**config.mk**
```make
export PLATFORM = sky130hd
export DESIGN_NAME = char_range_expander
export DESIGN_NICKNAME = d
export VERILOG_FILES = /design/src/rtl/cre_pkg.sv /design/src/rtl/cre_front.sv /design/src/rtl/cre_queue.sv /design/src/rtl/cre_back.sv /design/src/rtl/char_range_expander.sv
export SDC_FILE = /design/constraint.sdc
export NUM_CORES = 1
export LEC_CHECK = 0
export BUFFER_PORTS_ARGS = -buffer_cell sky130_fd_sc_hd__buf_2
export CELL_PAD_IN_SITES_DETAIL_PLACEMENT = 0
export CELL_PAD_IN_SITES_GLOBAL_PLACEMENT = 1
export CORE_AREA = 2 2 118 120
export DETAILED_ROUTE_END_ITERATION = 12
export DIE_AREA = 0 0 120 122
export PLACE_DENSITY = 0.85
export SKIP_CTS_REPAIR_TIMING = 1
export SYNTH_ARGS = -nofsm -noshare
export SYNTH_HDL_FRONTEND = slang
export SYNTH_SLANG_ARGS = --single-unit
```
**constraint.sdc**
```tcl
create_clock -name clk_i -period 11.89 [get_ports clk_i]
set_input_delay 1.7835 -clock clk_i [delete_from_list [all_inputs] [get_ports clk_i]]
set_output_delay 1.7835 -clock clk_i [all_outputs]
set_load 0.005 [all_outputs]
```
**src/rtl/cre_pkg.sv**
```systemverilog
// shared types and constants of the character range expander
// used by every module of the block, depends on nothing

package cre_pkg;

  // run length of one expansion: at most 24 bytes between a and z
  localparam int unsigned CntW = 5;

  // default depth of the command queue between front and back
  localparam int unsigned QueueDepth = 2;

  // input word
  typedef struct packed {
    logic [7:0] in_char;
    logic       is_last;
  } in_word_t;

  // output word
  typedef struct packed {
    logic [7:0] out_char;
    logic       run_end;
    logic       text_end;
  } out_word_t;

  // command from front to back: an optional run, then an optional final byte
  typedef struct packed {
    logic            emit_a;
    logic [7:0]      a_start;
    logic [CntW-1:0] a_cnt;
    logic            a_down;
    logic            emit_b;
    logic [7:0]      b_char;
  } cmd_t;

  // queue status
  typedef struct packed {
    logic full;
    logic empty;
  } qstat_t;

endpackage

```
**src/rtl/cre_front.sv**
```systemverilog
// front of the character range expander: takes text words, tracks lookahead
// and turns each word into a command; depends on cre_pkg

module cre_front (
  input  logic              clk_i,
  input  logic              rst_ni,
  input  logic              in_valid_i,
  output logic              in_stall_o,
  input  cre_pkg::in_word_t in_word_i,
  input  cre_pkg::qstat_t   q_stat_i,
  output logic              push_o,
  output cre_pkg::cmd_t     cmd_o
);

  localparam logic [7:0] DashChar = 8'h2D;

  typedef enum logic [1:0] {
    CLS_NONE,
    CLS_LOWER,
    CLS_UPPER,
    CLS_DIGIT
  } cls_e;

  function automatic cls_e class_of(input logic [7:0] ch);
    cls_e cls;
    cls = CLS_NONE;
    if (ch >= 8'h61 && ch <= 8'h7A) cls = CLS_LOWER;
    else if (ch >= 8'h41 && ch <= 8'h5A) cls = CLS_UPPER;
    else if (ch >= 8'h30 && ch <= 8'h39) cls = CLS_DIGIT;
    return cls;
  endfunction

  logic [7:0] before_q, before_d;
  logic [7:0] pend_q, pend_d;
  logic       have_pend_q, have_pend_d;
  logic       have_before_q, have_before_d;

  logic       accept;
  logic [7:0] x;
  logic       last;
  logic       down;
  logic [7:0] diff;
  logic       range_ok;
  cls_e       cls_c;

  assign x          = in_word_i.in_char;
  assign last       = in_word_i.is_last;
  assign in_stall_o = q_stat_i.full;
  assign accept     = in_valid_i && !q_stat_i.full;

  // range check between the raw neighbors of the pending byte
  always_comb begin
    cls_c    = class_of(before_q);
    down     = before_q > x;
    diff     = down ? (before_q - x) : (x - before_q);
    range_ok = (cls_c != CLS_NONE) && (cls_c == class_of(x)) && (diff != 8'd1);
  end

  // command build and lookahead update
  always_comb begin
    cmd_o         = '0;
    before_d      = before_q;
    pend_d        = pend_q;
    have_pend_d   = have_pend_q;
    have_before_d = have_before_q;
    cmd_o.emit_b  = last;
    cmd_o.b_char  = x;
    if (!have_before_q) begin
      cmd_o.emit_a  = !last;
      cmd_o.a_start = x;
      cmd_o.a_cnt   = cre_pkg::CntW'(1);
      before_d      = x;
      have_before_d = 1'b1;
      have_pend_d   = 1'b0;
    end else begin
      if (have_pend_q) begin
        if (pend_q == DashChar && range_ok) begin
          cmd_o.emit_a  = diff > 8'd1;
          cmd_o.a_down  = down;
          cmd_o.a_start = down ? (before_q - 8'd1) : (before_q + 8'd1);
          cmd_o.a_cnt   = cre_pkg::CntW'(diff - 8'd1);
        end else begin
          cmd_o.emit_a  = 1'b1;
          cmd_o.a_start = pend_q;
          cmd_o.a_cnt   = cre_pkg::CntW'(1);
        end
        before_d = pend_q;
      end
      pend_d      = x;
      have_pend_d = 1'b1;
    end
    if (last) begin
      before_d      = '0;
      pend_d        = '0;
      have_pend_d   = 1'b0;
      have_before_d = 1'b0;
    end
  end

  assign push_o = accept && (cmd_o.emit_a || cmd_o.emit_b);

  // lookahead registers
  always_ff @(posedge clk_i or negedge rst_ni) begin
    if (!rst_ni) begin
      before_q      <= '0;
      pend_q        <= '0;
      have_pend_q   <= 1'b0;
      have_before_q <= 1'b0;
    end else if (accept) begin
      before_q      <= before_d;
      pend_q        <= pend_d;
      have_pend_q   <= have_pend_d;
      have_before_q <= have_before_d;
    end
  end

endmodule

```
**src/rtl/cre_queue.sv**
```systemverilog
// command queue between front and back of the character range expander
// small register fifo; depends on cre_pkg

module cre_queue #(
  parameter int unsigned DEPTH = cre_pkg::QueueDepth
) (
  input  logic            clk_i,
  input  logic            rst_ni,
  input  logic            push_i,
  input  cre_pkg::cmd_t   cmd_i,
  input  logic            pop_i,
  output cre_pkg::cmd_t   cmd_o,
  output cre_pkg::qstat_t stat_o
);

  localparam int unsigned PtrW = $clog2(DEPTH);
  localparam int unsigned FillW = $clog2(DEPTH + 1);
  localparam logic [PtrW-1:0] LastPtr = PtrW'(DEPTH - 1);

  cre_pkg::cmd_t   slot_q [DEPTH];
  logic [PtrW-1:0] wr_ptr_q, rd_ptr_q;
  logic [FillW-1:0] fill_q;

  assign stat_o.full  = fill_q == FillW'(DEPTH);
  assign stat_o.empty = fill_q == '0;
  assign cmd_o        = slot_q[rd_ptr_q];

  // storage
  always_ff @(posedge clk_i) begin
    if (push_i) begin
      slot_q[wr_ptr_q] <= cmd_i;
    end
  end

  // pointers and fill level
  always_ff @(posedge clk_i or negedge rst_ni) begin
    if (!rst_ni) begin
      wr_ptr_q <= '0;
      rd_ptr_q <= '0;
      fill_q   <= '0;
    end else begin
      if (push_i) begin
        wr_ptr_q <= (wr_ptr_q == LastPtr) ? '0 : wr_ptr_q + 1'b1;
      end
      if (pop_i) begin
        rd_ptr_q <= (rd_ptr_q == LastPtr) ? '0 : rd_ptr_q + 1'b1;
      end
      if (push_i && !pop_i) begin
        fill_q <= fill_q + 1'b1;
      end else if (pop_i && !push_i) begin
        fill_q <= fill_q - 1'b1;
      end
    end
  end

endmodule

```
**src/rtl/cre_back.sv**
```systemverilog
// back of the character range expander: runs commands out one byte a cycle
// into the output register unless the output is stalled; depends on cre_pkg

module cre_back (
  input  logic               clk_i,
  input  logic               rst_ni,
  input  cre_pkg::cmd_t      cmd_i,
  input  cre_pkg::qstat_t    q_stat_i,
  output logic               pop_o,
  output logic               out_valid_o,
  input  logic               out_stall_i,
  output cre_pkg::out_word_t out_word_o
);

  logic [cre_pkg::CntW-1:0] cnt_q;
  logic [7:0]               cur_q;
  logic                     down_q;
  logic                     has_b_q;
  logic [7:0]               b_char_q;
  logic                     out_valid_q;
  cre_pkg::out_word_t       out_q, out_d;

  logic busy, out_free, advance, done, load;

  assign busy     = (cnt_q != '0) || has_b_q;
  assign out_free = !out_valid_q || !out_stall_i;
  assign advance  = busy && out_free;
  assign done     = ((cnt_q == cre_pkg::CntW'(1)) && !has_b_q) ||
                    ((cnt_q == '0) && has_b_q);
  assign load     = !q_stat_i.empty && (!busy || (advance && done));
  assign pop_o    = load;

  // next output word
  always_comb begin
    if (cnt_q != '0) begin
      out_d.out_char = cur_q;
      out_d.run_end  = (cnt_q == cre_pkg::CntW'(1)) && !has_b_q;
      out_d.text_end = 1'b0;
    end else begin
      out_d.out_char = b_char_q;
      out_d.run_end  = 1'b1;
      out_d.text_end = 1'b1;
    end
  end

  // run sequencer
  always_ff @(posedge clk_i or negedge rst_ni) begin
    if (!rst_ni) begin
      cnt_q    <= '0;
      has_b_q  <= 1'b0;
      cur_q    <= '0;
      down_q   <= 1'b0;
      b_char_q <= '0;
    end else begin
      if (advance) begin
        if (cnt_q != '0) begin
          cnt_q <= cnt_q - 1'b1;
          cur_q <= down_q ? (cur_q - 8'd1) : (cur_q + 8'd1);
        end else begin
          has_b_q <= 1'b0;
        end
      end
      if (load) begin
        cnt_q    <= cmd_i.emit_a ? cmd_i.a_cnt : '0;
        cur_q    <= cmd_i.a_start;
        down_q   <= cmd_i.a_down;
        has_b_q  <= cmd_i.emit_b;
        b_char_q <= cmd_i.b_char;
      end
    end
  end

  // output register
  always_ff @(posedge clk_i or negedge rst_ni) begin
    if (!rst_ni) begin
      out_valid_q <= 1'b0;
    end else if (advance) begin
      out_valid_q <= 1'b1;
    end else if (!out_stall_i) begin
      out_valid_q <= 1'b0;
    end
  end

  always_ff @(posedge clk_i) begin
    if (advance) begin
      out_q <= out_d;
    end
  end

  assign out_valid_o = out_valid_q;
  assign out_word_o  = out_q;

endmodule

```
**src/rtl/char_range_expander.sv**
```systemverilog
// Character range expander. Text bytes come in one word per cycle with a
// last-byte mark; a dash between two bytes of one class (a-z, A-Z, 0-9) that
// are not one apart becomes the bytes strictly between them, up or down, and
// equal neighbors make the dash vanish. The front takes one word per cycle
// while the command queue (QUEUE_DEPTH commands, at least 2) has room; the
// back emits one output byte per cycle while out_stall_i is low; one word
// releases up to 25 bytes. The first byte of a text is released at once,
// every other byte one word later, and the last byte closes the text. An
// input reaches the output via a queue slot, run registers and output register.
// depends on cre_pkg, cre_front, cre_queue and cre_back

module char_range_expander #(
  parameter int unsigned QUEUE_DEPTH = cre_pkg::QueueDepth
) (
  input  logic               clk_i,
  input  logic               rst_ni,
  input  logic               in_valid_i,
  output logic               in_stall_o,
  input  cre_pkg::in_word_t  in_word_i,
  output logic               out_valid_o,
  input  logic               out_stall_i,
  output cre_pkg::out_word_t out_word_o
);

  logic            q_push, q_pop;
  cre_pkg::cmd_t   cmd_in, cmd_out;
  cre_pkg::qstat_t q_stat;

  cre_front u_front (
    .clk_i      (clk_i),
    .rst_ni     (rst_ni),
    .in_valid_i (in_valid_i),
    .in_stall_o (in_stall_o),
    .in_word_i  (in_word_i),
    .q_stat_i   (q_stat),
    .push_o     (q_push),
    .cmd_o      (cmd_in)
  );

  cre_queue #(
    .DEPTH (QUEUE_DEPTH)
  ) u_queue (
    .clk_i  (clk_i),
    .rst_ni (rst_ni),
    .push_i (q_push),
    .cmd_i  (cmd_in),
    .pop_i  (q_pop),
    .cmd_o  (cmd_out),
    .stat_o (q_stat)
  );

  cre_back u_back (
    .clk_i       (clk_i),
    .rst_ni      (rst_ni),
    .cmd_i       (cmd_out),
    .q_stat_i    (q_stat),
    .pop_o       (q_pop),
    .out_valid_o (out_valid_o),
    .out_stall_i (out_stall_i),
    .out_word_o  (out_word_o)
  );

`ifndef SYNTHESIS
  // no push into a full queue
  a_no_overflow: assert property (@(posedge clk_i) disable iff (!rst_ni)
    q_push |-> !q_stat.full) else $error("push into full command queue");

  // no pop from an empty queue
  a_no_underflow: assert property (@(posedge clk_i) disable iff (!rst_ni)
    q_pop |-> !q_stat.empty) else $error("pop from empty command queue");

  // end of text always closes a run
  a_text_end_run: assert property (@(posedge clk_i) disable iff (!rst_ni)
    out_valid_o && out_word_o.text_end |-> out_word_o.run_end)
    else $error("text end without run end");

  // queued commands always carry at least one byte
  a_cmd_nonempty: assert property (@(posedge clk_i) disable iff (!rst_ni)
    q_push |-> (cmd_in.emit_b || (cmd_in.emit_a && cmd_in.a_cnt != '0)))
    else $error("empty command queued");
`endif

endmodule

```
Word-level counts from Yosys, hierarchy flattened
Memory sizes are Yosys's and may differ from the RTL's.
Cells that the tools add are included.
Operators by class
  magnitude comparators: 14
  equal/unequal tests: 8
  reductions and logical operators: 44
  muxes and demuxes: 41
  $add $sub $neg: 12
Operator list (number)
  8-bit 2-to-1 mux: 11
  8-bit by 7-bit greater-or-equal comparator with 1-bit output, second input constant: 4
  8-bit by 7-bit <= comparator with 1-bit output, second input constant: 4
  14-bit 2-to-1 mux: 2
  5-bit 2-to-1 mux: 4
  1-bit logical AND: 18
  8-bit by 1-bit adder with 8-bit output, second input constant: 2
  8-bit by 6-bit greater-or-equal comparator with 1-bit output, second input constant: 2
  8-bit by 6-bit <= comparator with 1-bit output, second input constant: 2
  2-bit 2-to-1 mux: 8
  8-bit by 1-bit subtractor with 8-bit output, second input constant: 2
  8-bit subtractor: 2
  15-bit 2-to-1 mux: 1
  1-bit 2-to-1 mux: 14
  10-bit 2-to-1 mux: 1
  2-bit nonzero test: 5
  5-bit by 1-bit subtractor with 5-bit output, second input constant: 2
  1-bit logical NOT: 9
  8-bit by 6-bit == test with 1-bit output, second input constant: 1
  8-bit by 1-bit greater-than comparator with 1-bit output, second input constant: 1
  8-bit greater-than comparator: 1
  8-bit by 1-bit != test with 1-bit output, second input constant: 1
  2-bit AND reduction: 4
  5-bit by 1-bit == test with 1-bit output, second input constant: 1
  other kinds (12): 17
Word-level totals
  output and inout bits: 12
  input port bits: 13
  memories kept: 1
  bits in registers: 56
  logic and storage cells: 136
  bits in writable memories: 48
Memories
  u_queue.slot_q: depth 2, width 24, read ports 1, clocked after memory_dff 0, write ports 1, RTL line cre_queue.sv:20  | cre_pkg::cmd_t slot_q [DEPTH];

Logic depth before layout (Yosys ltp)
Gate-level depths: netlist of run 1.
  depth after elaboration: 18
  depth in mapped cells: 18
  gate-level depth less buffers: 17

Modules after synthesis
From an unflattened synthesis of run 1, not the netlist that was laid out.
Second synthesis, totals
  cells, all modules: 529
  area total of the unflattened synthesis: 6088.3 µm²
Modules (own cells, without submodules)
  cre_front: area each 2208.4 µm², times used 1, cells each 266, sequential area each 450.4 µm²
  cre_queue: area each 2020.7 µm², times used 1, cells each 91, sequential area each 1541.5 µm²
  cre_back: area each 1859.3 µm², times used 1, cells each 172, sequential area each 900.9 µm²

Worst setup path after synthesis of run 1
Ideal clock, no wire load.
  path kind: in2reg
  from: input port in_word_i[5] (netlist bit)
  to: memory u_queue.slot_q[0][0] (netlist bit), enable pin
  setup time: 0.413 ns
  required time: 11.477 ns
  path slack: 6.579 ns
  stages on the path: 13
  buffers on the path: 2
  arrival time: 4.898 ns
  path through: inv_1 -> ha_1 -> buf_4 -> nand4_2 -> or2_4 -> o21ai_2 -> buf_6 -> mux2i_1 -> ha_1 -> nor2b_1 -> nand4_1 -> o211ai_2 -> a21oi_1
Between the ends
  longest elaborated chain between the ends: 16
  elaborated cells on any way between the ends: 29
  classes of those cells: add/sub: 2; order compare: 8; eq/ne: 2; mux: 9; reduce/logical: 8
Ends and longest elaborated chain
  start: declaration: RTL line char_range_expander.sv:19  | input cre_pkg::in_word_t in_word_i,
  8-bit by 6-bit greater-or-equal comparator with 1-bit output / 8-bit by 6-bit <= comparator with 1-bit output (equally long branches): RTL line cre_front.sv:29  | else if (ch >= 8'h30 && ch <= 8'h39) cls = CLS_DIGIT;
  1-bit logical AND: RTL line cre_front.sv:29
  2-bit 2-to-1 mux: RTL line cre_front.sv:29
  2-bit 2-to-1 mux: RTL line cre_front.sv:28  | else if (ch >= 8'h41 && ch <= 8'h5A) cls = CLS_UPPER;
  2-bit 2-to-1 mux: RTL line cre_front.sv:27  | if (ch >= 8'h61 && ch <= 8'h7A) cls = CLS_LOWER;
  2-bit == test: RTL line cre_front.sv:56  | range_ok = (cls_c != CLS_NONE) && (cls_c == class_of(x)) && (diff != 8'd1);
  1-bit logical AND (2 in series): RTL line cre_front.sv:56
  1-bit logical AND: RTL line cre_front.sv:77  | if (pend_q == DashChar && range_ok) begin
  14-bit 2-to-1 mux *: RTL line cre_front.sv:77
  15-bit 2-to-1 mux *: RTL line cre_front.sv:76  | if (have_pend_q) begin
  14-bit 2-to-1 mux *: RTL line cre_front.sv:68  | if (!have_before_q) begin
  1-bit logical OR *: RTL line cre_front.sv:100  | assign push_o = accept && (cmd_o.emit_a || cmd_o.emit_b);
  1-bit logical AND *: RTL line cre_front.sv:100
  1-bit 2-to-1 mux *: RTL line cre_queue.sv:30  | if (push_i) begin
  1-bit 2-to-1 mux (implied by the code) *: RTL line cre_queue.sv:31  | slot_q[wr_ptr_q] <= cmd_i;
  end: declaration: RTL line cre_queue.sv:20
Every way passes the cells marked *; elsewhere a longest branch is shown, timed or not.

==> flow_summary.toml, run 1 <==
[placement]
io_buffers = 24
hpwl_um = 9990
gp_congestion = 1.03

[clock_tree]
clock-root-buffer = "clkbuf_16"
h-tree-depth = 3
cts_buffers = 9
clk_latency_ns = 0.35
cts.clk_slew.worst_paths_ns = 0.07
cts.sinks = 104
tritoncts = "built"
clockBufferDepth = 2

[power]
peakVddDrop_mv = 0.108
leakage_uw = 0.00265
p_total_uw = 1780
power.density_nw_per_um2 = 274

[drt]
drt-total-wl_um = 13700
via_per_inst = 5.63
drt_iter0_drc = 447
route.vias.total = 4333
drc = 0
drtPass1Iterations = 5
wl_per_cell_um = 17.8
ant_nets = 0

[worst_setup_path]
regToRegStartpoint = "u_front.before_q[0]"
cp_max_fo = 10
r2r_slack_ns = 7.50
worstSetupPathType = "input port to register"
start_kind = "input port"
required_ns = 11.98
critPathCaptureType = "register"
crit_start = "in_word_i[6]"
cp.arrival_ns = 5.52
rr_worst_depth = 17
reg2reg_to = "u_queue.slot_q[0][22]"

[global_routing]
grtUsageTotal_pct = 19.6
grt_max_degree = 47
grt_overflow = 0
antenna_found_initial = 0
grt_pass1_wl_um = 22300
first_global_vias = 4315

[yosys]
synth_nets = 619
ys_seq_area_share_pct = 48.9
synth-compound-area-share_pct = 17.2
synthMuxAreaShare_pct = 3.77
synth_cell_types = 62
synthCells = 570
synth_edf_count = 58
synthSimpleGateAreaFrac_pct = 13.5
synthFlopType = "edfxtp_1"
yosys_warnings = 0
syn_area_um2 = 5910
synth-xor-area-share_pct = 4.40
synth_top_family_by_area = "compound AO/OA/AOI/OAI gates"
async_flop_share_pct = 44.2
synth_area_per_cell_um2 = 10.4
synthAdderAreaFrac_pct = 8.13
synth-seq-cells = 104

[timing]
whs_ns = 0.484
setup_viol = 0
worstMarginPinSlew_ns = 1.29
fmax_mhz = 184
setup_tns_ns = 0
finalClockSkew_ns = 0.00965
post-route-period-util_pct = 45.6
period_needed_ns = 5.43
hold_violations = 0
finalMaxSlewViolations = 0
rsz0062_at_grt = "no"
relSlewSlack_pct = 14.2

[layout]
multiInputGateArea_um2 = 2790
final_cell_mix = "76 x nand2_1, 58 x edfxtp_1, 47 x a21oi_1"
final_util_pct = 48.0
syn_to_final_growth_pct = 9.63
fin_nets = 634
fillers = 1225
drive_gt1_share_pct = 10.2
antenna_cells = 0
area.sequential_um2 = 2890
final_common_cell = "nand2_1"

[min_path]
whs_path_depth = 2
hold_class = "register to register"
min_to = "u_back.b_char_q[3]"
min-delay-start = "u_back.b_char_q[3]"

[job]
maxCapViolCount = 0

[floorplan]
dieArea_um2 = 14600
fp.dieH_um = 122
start_util_pct = 43.8
rows = 43
die-width_um = 120
core_area_um2 = 13500
io_pins = 25

[outcome]
status = "completed"
-- stage by stage --
stage,instances,setup WS (ns),instance area [um^2]
2_1_floorplan,570,6.58,5910
3_3_place_gp,754,6.37,6190
3_5_place_dp,754,6.16,6190
4_1_cts,770,6.53,6480
5_1_grt,770,6.21,6480
6_report,770,6.46,6480
-- where the power goes --
| part | switching (uW) | leakage (uW) | internal [uW] |
|---|---|---|---|
| Sequential | 138 | 0.00112 | 540 |
| Combinational | 472 | 0.00139 | 337 |
| Clock | 143 | 0.000137 | 147 |
-- metal layers --
layer	global-route usage [%]	vias up	part of all wire, %
met5	0	-	0
met4	7.43	0	3.0
met3	3.98	32	4.1
met2	33.2	137	48
met1	24.8	2061	45
li1	-	2103	-
-- final cells by class --
cell class                 count  area share [%]
clock buffer                   9            3.48
clock inverter                 7            1.00
inverter                      34            1.97
multi-input combinational    408            43.1
sequential                   104            44.6
tap                          180            3.48
timing repair buffer          28            2.32
-- how the worst max path moves through the flow --
| stage | end | slack, ns | depth (start not counted) |
|---|---|---|---|
| 3_5_place_dp | u_queue.slot_q[0][22] | 6.16 | 16 |
| 3_3_place_gp | u_queue.slot_q[0][22] | 6.37 | 16 |
| 6_report | u_queue.slot_q[0][22] | 6.46 | 16 |
| 4_1_cts | u_queue.slot_q[0][22] | 6.53 | 16 |
| 2_1_floorplan | u_queue.slot_q[0][0] | 6.58 | 13 |
| 5_1_grt | u_queue.slot_q[0][22] | 6.21 | 16 |
-- state kept, by name, summed over array words and instances (netlist names) --
| signal | count |
|---|---|
| u_front.pend_q | 8 |
| u_queue.rd_ptr_q | 1 |
| u_back.b_char_q | 8 |
| u_queue.wr_ptr_q | 1 |
| u_queue.fill_q | 2 |
| u_back.has_b_q | 1 |
| u_queue.slot_q | 48 |
| u_front.have_pend_q | 1 |
| u_back.cur_q | 8 |
| u_front.have_before_q | 1 |
| u_back.down_q | 1 |
| u_back.cnt_q | 5 |
| u_back.out_valid_o | 1 |
| u_back.out_word_o | 10 |
| u_front.before_q | 8 |
-- cells by family (layout without fill, tap and decap cells) --
kind of cell,Yosys count,in the layout
xor gates and xnor gates,28,28
DFF,104,104
AOI/OAI and AO/OA,161,161
muxes,21,21
adders and majority gates,36,36
and+or+nand+nor,162,162
buffers and inverters,58,78
-- cells in the mapped netlist, drive strengths merged (2+ instances only) --
cell type / n / share of area [%]
nor3b: 3 / 0.38
a21oi: 49 / 4.1
nor4: 3 / 0.42
and2: 4 / 0.42
mux2i: 21 / 3.8
clkbuf: 19 / 1.2
o211ai: 2 / 0.34
fa: 4 / 1.4
nor2: 22 / 1.4
nor2b: 12 / 1.3
o21ai: 41 / 3.6
dfrtp: 46 / 19
nand2: 76 / 4.8
or4: 3 / 0.38
a32oi: 5 / 0.74
a22oi: 9 / 1.1
a21boi: 2 / 0.25
nand3b: 3 / 0.38
nand3: 8 / 0.76
or3: 2 / 0.21
nand2b: 4 / 0.42
or2: 2 / 0.25
a221o: 4 / 0.68
a31oi: 6 / 0.64
a21o: 8 / 1.0
xor2: 7 / 1.3
xnor2: 21 / 3.1
edfxtp: 58 / 29
nor3: 6 / 0.51
nor4b: 2 / 0.30
a211oi: 9 / 1.1
inv: 34 / 2.2
nand4: 8 / 1.1
buf: 5 / 0.66
o21bai: 3 / 0.38
ha: 32 / 6.8
o2111ai: 2 / 0.30
o31ai: 12 / 1.5
-- worst max-delay path, cell delays in order --
cell and delay (ns):
buf_2 0.18, inv_1 0.10, ha_1 0.42, a21oi_1 0.27, o21ai_2 0.10, o21ai_2 0.60
inv_1 0.28, ha_1 0.37, a21o_1 0.18, a21oi_1 0.24, o21bai_1 0.10, a21oi_1 0.21
o21ai_0 0.14, xnor2_1 0.16, nor2_1 0.05, a221o_1 0.34
(Power assumes the default switching activity.)
==> inputs of run 2 (changes only) <==
--- a/config.mk
+++ b/config.mk
@@ -5,13 +5,14 @@
 export SDC_FILE = /design/constraint.sdc
 export NUM_CORES = 1
 export LEC_CHECK = 0
+export ABC_AREA = 1
 export BUFFER_PORTS_ARGS = -buffer_cell sky130_fd_sc_hd__buf_2
 export CELL_PAD_IN_SITES_DETAIL_PLACEMENT = 0
 export CELL_PAD_IN_SITES_GLOBAL_PLACEMENT = 1
-export CORE_AREA = 2 2 118 120
+export CORE_AREA = 2 2 124 126
 export DETAILED_ROUTE_END_ITERATION = 12
-export DIE_AREA = 0 0 120 122
-export PLACE_DENSITY = 0.85
+export DIE_AREA = 0 0 126 128
+export PLACE_DENSITY = 0.88
 export SKIP_CTS_REPAIR_TIMING = 1
 export SYNTH_ARGS = -nofsm -noshare
 export SYNTH_HDL_FRONTEND = slang
==> constraint.sdc (replaced) <==
create_clock -name clk_i -period 4.9 [get_ports clk_i]
set_input_delay 0.735 -clock clk_i [delete_from_list [all_inputs] [get_ports clk_i]]
set_output_delay 0.735 -clock clk_i [all_outputs]
set_load 0.005 [all_outputs]
==> run 2 against run 1 <==
Net effect: via count rose by 15%; count of clock-buffer cells in the layout unchanged; sequential power increased by 120%; global-route usage is 0.050 points lower; design area increased by 4.9%; sequential cell count unchanged; die area up 10%; clock power grew 120%; critical path depth rose by 6.
==> flow_summary.toml, run 2 <==
[worst_setup_path]
required_ns = 5.12
max_stage_delay_ns = 0.45
regToRegStartpoint = "u_front.before_q[0]"
critPathCaptureType = "register"
cp_max_fo = 12
start_kind = "register"
cp.arrival_ns = 4.35
cp_cell_sequence = "inv_1 -> ha_1 -> inv_1 -> fa_1 -> nand3_1 -> nand2_1 -> nand2_1 -> nand2_2 -> nand2_2 -> mux2i_1 -> ha_1 -> nand3_1 -> nor2_2 -> nand4_1 -> nand2_1 -> nand2_2 -> nand2_2 -> inv_1 -> ha_1 -> a21oi_1 -> o21ai_0 -> xor2_1"
crit_top_cell = "nand2_2"
reg2reg_to = "u_queue.fill_q[1]"
worstSetupPathType = "register to register"
cpMaxStageDelayCell = "fa_1"
r2r_slack_ns = 0.77
rr_worst_depth = 22

[placement]
hpwl_um = 11200
gp_congestion = 0.915
io_buffers = 24
post-place-cells = 960

[clock_tree]
clock-root-buffer = "clkbuf_16"
cts.sinks = 104
cts.clk_slew.worst_paths_ns = 0.07
clk_latency_ns = 0.34
tritoncts = "built"
clockBufferDepth = 2
h-tree-depth = 3
cts_buffers = 9

[yosys]
synth_area_leaders = "edfxtp_1 28%, dfrtp_1 18%, nand2_1 13%"
synthCells = 762
synth_top_area_share_pct = 27.9
synth-seq-cells = 104
yosys_warnings = 0
synthFlopType = "edfxtp_1"
synth_cell_types = 42
synth_nets = 811
syn_area_um2 = 6240
ys_seq_area_share_pct = 46.3
async_flop_share_pct = 44.2
synth_edf_count = 58
synth_area_per_cell_um2 = 8.19
synth.most_common_cell = "nand2_1"
yosys.area.top_type = "edfxtp_1"
synthTopCellsByCount = "217 x nand2_1, 91 x inv_1, 68 x nor2_1, 58 x edfxtp_1, 46 x dfrtp_1"

[power]
leakage_uw = 0.00314
power.density_nw_per_um2 = 646
peakVddDrop_mv = 0.254
p_total_uw = 4400

[layout]
syn_to_final_growth_pct = 8.94
multiInputGateArea_um2 = 2880
final_common_cell = "nand2_1"
final_util_pct = 45.7
fin_cells = 976
drive_gt1_share_pct = 9.01
fin_nets = 832
antenna_cells = 0
regMostFlops = "u_queue.slot_q"
final_cell_mix = "217 x nand2_1, 91 x inv_1, 67 x nor2_1"
largest_reg_flops = 48
area.sequential_um2 = 2890
fillers = 1499

[timing]
period_needed_ns = 4.13
hold_violations = 0
whs_ns = 0.495
rsz0062_at_grt = "no"
finalMaxSlewViolations = 0
relSlewSlack_pct = 27.0
setup_tns_ns = 0
fmax_mhz = 242
setup_viol = 0
worstMarginPinSlew_ns = 1.09
finalClockSkew_ns = 0.0103
post-route-period-util_pct = 84.3

[min_path]
hold_class = "input port to async pin"

[floorplan]
die-width_um = 126
core_area_um2 = 14900
io_pins = 25
dieArea_um2 = 16100
rows = 45
fp.dieH_um = 128
start_util_pct = 42.0

[global_routing]
first_global_vias = 4849
grt_pass1_wl_um = 25100
antenna_found_initial = 0
grtUsageTotal_pct = 19.6
grt_max_degree = 47
grt_overflow = 0

[drt]
drt_iter0_drc = 409
drtPass1Iterations = 5
drc = 0
wl_per_cell_um = 15.4
via_per_inst = 5.13
ant_nets = 0
route.vias.total = 5004
drt-total-wl_um = 15000

[outcome]
status = "completed"

[job]
maxCapViolCount = 0
-- run 2: cell types whose count changed after synthesis, sizes merged, moves of 12 or more --
cell	previous run	this run
nor2	22	74
clkbuf	19	7
mux2i	21	2
nor2b	12	0
xnor2	21	6
o21ai	41	55
nand3	8	41
a21oi	49	24
inv	34	97
nand2	76	225
-- run 2: cells by family (layout without fill, tap and decap cells) --
kind of cell             count (synthesis)  in the layout  synth area share, %
buffers and inverters                  118            144                 7.50
XOR/XNOR                                21             21                 2.95
multiplexers                             2              2                0.321
flip-flops                             104            104                 46.3
AO/OA/AOI/OAI                          115            115                 10.5
adder cells (fa/ha/maj)                 36             36                 7.70
AND/OR/NAND/NOR                        366            366                 24.7
-- run 2: worst max-delay path: cells and delay by family (launching register included) --
kind            cells  cell delay [ns]
compound gates      2             0.23
xor+xnor            1             0.15
fa+ha+maj           4             1.19
buf+inv             3             0.38
flops               1             0.42
mux                 1             0.35
simple gates       11             1.28
-- run 2: layout make-up --
class,count,area share (%)
tap,188,3.46
inverter,101,5.61
clock inverter,7,0.570
sequential,104,42.5
clock buffer,9,3.31
multi-input combinational,540,42.4
timing repair buffer,27,2.10
-- run 2: worst max path at each step --
| stage | slack (ns) | end | depth (start not counted) | start |
|---|---|---|---|---|
| CTS | 0.77 | u_queue.slot_q[0][2] | 17 | u_front.before_q[0] |
| detailed placement | 0.58 | u_queue.slot_q[0][9] | 17 | in_word_i[1] |
| finish | 0.77 | u_queue.fill_q[1] | 22 | u_front.before_q[0] |
| floorplan | 0.76 | u_queue.slot_q[1][0] | 17 | in_word_i[6] |
| global route | 0.43 | u_queue.slot_q[0][2] | 17 | u_front.before_q[0] |
| global placement | 0.66 | u_queue.slot_q[0][9] | 17 | in_word_i[1] |
-- run 2: where the power goes --
part | internal, uW | total (uW) | switching (uW)
logic | 790 | 2250 | 1460
clock network | 339 | 647 | 308
registers | 1280 | 1490 | 215
total | 2410 | 4400 | 1990
-- run 2: metal layers --
metal	track usage (%)	part of all wire [%]	vias up	wire, um
met5	0	0	-	0
met4	7.69	2.5	0	380
met3	2.71	4.8	24	723
met2	32.5	47	139	7130
met1	26.0	45	2284	6800
li1	-	-	2557	-
-- run 2: stage by stage --
stage          setup WS, ns  cell area, um^2
2_1_floorplan         0.764             6240
3_3_place_gp          0.656             6540
3_5_place_dp          0.583             6540
4_1_cts               0.773             6800
5_1_grt               0.430             6800
6_report              0.770             6800
==> inputs of run 3 (changes only) <==
--- a/config.mk
+++ b/config.mk
@@ -5,13 +5,13 @@
 export SDC_FILE = /design/constraint.sdc
 export NUM_CORES = 1
 export LEC_CHECK = 0
-export ABC_AREA = 1
+export ABC_AREA = 0
 export BUFFER_PORTS_ARGS = -buffer_cell sky130_fd_sc_hd__buf_2
 export CELL_PAD_IN_SITES_DETAIL_PLACEMENT = 0
 export CELL_PAD_IN_SITES_GLOBAL_PLACEMENT = 1
-export CORE_AREA = 2 2 124 126
+export CORE_AREA = 2 2 118 120
 export DETAILED_ROUTE_END_ITERATION = 12
-export DIE_AREA = 0 0 126 128
+export DIE_AREA = 0 0 120 122
 export PLACE_DENSITY = 0.88
 export SKIP_CTS_REPAIR_TIMING = 1
 export SYNTH_ARGS = -nofsm -noshare
==> constraint.sdc (replaced) <==
create_clock -name clk_i -period 3.35 [get_ports clk_i]
set_input_delay 0.5025 -clock clk_i [delete_from_list [all_inputs] [get_ports clk_i]]
set_output_delay 0.5025 -clock clk_i [all_outputs]
set_load 0.005 [all_outputs]
==> run 3 against run 2 <==
Net effect: core utilization is 8.2 points higher; design area increased by 7.1%; highest routed layer unchanged; via count shrank 6.3%; first-iteration DRC count shrank 26%; sequential power up 52%; largest power group unchanged.
==> flow_summary.toml, run 3 (synthesis results as in run 1) <==
[drt]
via_per_inst = 5.54
drc = 0
wl_per_cell_um = 17.9
drt-total-wl_um = 15200
ant_nets = 0
route.vias.total = 4689
drtPass1Iterations = 5
drt_iter0_drc = 302

[layout]
drive_gt1_share_pct = 24.4
final_util_pct = 53.9
syn_to_final_growth_pct = 23.2
largest_reg_flops = 48
fin_nets = 711
final_common_cell = "nand2_1"
regMostFlops = "u_queue.slot_q"
final_cell_mix = "76 x nand2_1, 74 x buf_4, 58 x edfxtp_1"
antenna_cells = 0
fillers = 1197

[timing]
setup_viol = 0
worstMarginPinSlew_ns = 1.08
setup_slack_ns = 0.0221
period_needed_ns = 3.33
finalClockSkew_ns = 0.0107
finalMaxSlewViolations = 0
relSlewSlack_pct = 27.8
hold_violations = 0
fmax_mhz = 300
rsz0062_at_grt = "yes"
post-route-period-util_pct = 99.3

[worst_setup_path]
cp_cell_sequence = "inv_2 -> ha_4 -> inv_2 -> fa_2 -> nand3_2 -> a21oi_2 -> o21ai_4 -> mux2i_4 -> ha_2 -> nor2b_4 -> nand4_1 -> o211ai_2 -> nand2_1 -> ha_2 -> xor2_1 -> nor2_2 -> xor2_1"
cp.depth = 17
max_stage_delay_ns = 0.39
cp_max_fo = 5
crit_start = "u_front.before_q[0]"
r2r_slack_ns = 0.02
required_ns = 3.62
rr_worst_depth = 17
worstSetupPathType = "register to register"
cpMaxStageDelayCell = "dfrtp_1"
critPathCapture = "u_queue.fill_q[1]"
regToRegStartpoint = "u_front.before_q[0]"
reg2reg_to = "u_queue.fill_q[1]"
cp.arrival_ns = 3.59
critical-path-top-delay-family = "adder cells"
critPathCaptureType = "register"
crit_buf_inv = 2
start_kind = "register"

[clock_tree]
tritoncts = "built"
clock-root-buffer = "clkbuf_16"
cts.clk_slew.worst_paths_ns = 0.07
cts_buffers = 9
clk_latency_ns = 0.35
clockBufferDepth = 2
cts.sinks = 104
h-tree-depth = 3

[floorplan]
rows = 43
io_pins = 25
dieArea_um2 = 14600
start_util_pct = 43.8
core_area_um2 = 13500
fp.dieH_um = 122
die-width_um = 120

[power]
switching_share_pct = 41.0
leakage_uw = 0.00302
p_switching_uw = 2950
seq_power_share_pct = 31.6
combPwrFrac_pct = 54.9
power.density_nw_per_um2 = 988
peakVddDrop_mv = 0.453
p_total_uw = 7200
power_frac_clock_pct = 13.6
intPower_uw = 4240

[global_routing]
grt_overflow = 0
first_global_vias = 4480
antenna_found_initial = 0
grtUsageTotal_pct = 20.6
grt_pass1_wl_um = 22900
grt_max_degree = 47

[placement]
hpwl_um = 11300
gp_congestion = 1.02
pre_cts_ws_ns = -0.359
io_buffers = 24

[outcome]
status = "completed"

[job]
maxCapViolCount = 0

[min_path]
hold_class = "input port to async pin"
run 3: changes by cell type in the layout (fill, tap and decap cells not counted), moves of 18 or more:
| cell | delta |
|---|---|
| inv_1 | -61 |
| nand2_1 | -141 |
| a21oi_1 | +18 |
| nand3_1 | -34 |
| nor2_1 | -46 |
| buf_4 | +71 |
run 3: area by class of cell:
class / instances / area [um^2] / share of cell area (%)
Multi-Input combinational cell: 408 / 2950 / 40.6
Clock buffer: 10 / 229 / 3.14
Tap cell: 180 / 225 / 3.09
Timing Repair Buffer: 105 / 808 / 11.1
Inverter: 34 / 130 / 1.79
Sequential cell: 104 / 2890 / 39.7
Clock inverter: 6 / 45.0 / 0.618
run 3: per-stage QoR:
step	setup TNS, ns	instances	hold WS, ns	cell area, um^2
CTS	-0.902	838	0.359	7000
global placement	-7.29	822	0.462	6730
finish	0	847	0.346	7280
global route	-1.94	847	0.430	7280
detailed placement	-10.18	822	0.475	6730
floorplan	-8.35	570	0.207	5920
run 3: layer usage:
layer / GRT usage, % / vias to the layer above / routed length (um)
li1: - / 2259 / -
met1: 26.7 / 2253 / 6490
met2: 34.2 / 139 / 7310
met3: 3.84 / 38 / 830
met4: 8.16 / 0 / 523
met5: 0 / - / 0
run 3: how the worst min path moves through the flow:
stage / from / endpoint / slack [ns] / cells past startpoint
after CTS: rst_ni / u_front.pend_q[3] / 0.36 / 1
after detailed placement: u_back.b_char_q[2] / u_back.b_char_q[2] / 0.47 / 2
after global routing: rst_ni / u_front.pend_q[3] / 0.43 / 1
after floorplan: rst_ni / u_back.b_char_q[0] / 0.21 / 0
final: rst_ni / u_front.before_q[5] / 0.35 / 1
after global placement: u_back.b_char_q[0] / u_back.b_char_q[0] / 0.46 / 2
run 3: power by group through the flow:
| stage | clock (uW) | sequential (uW) | combinational (uW) |
|---|---|---|---|
| floorplan | 0 | 2200 | 2330 |
| global placement | 0 | 2260 | 3450 |
| detailed placement | 0 | 2290 | 3560 |
| CTS | 1010 | 2270 | 3580 |
| global route | 1050 | 2320 | 4330 |
| finish | 978 | 2270 | 3950 |
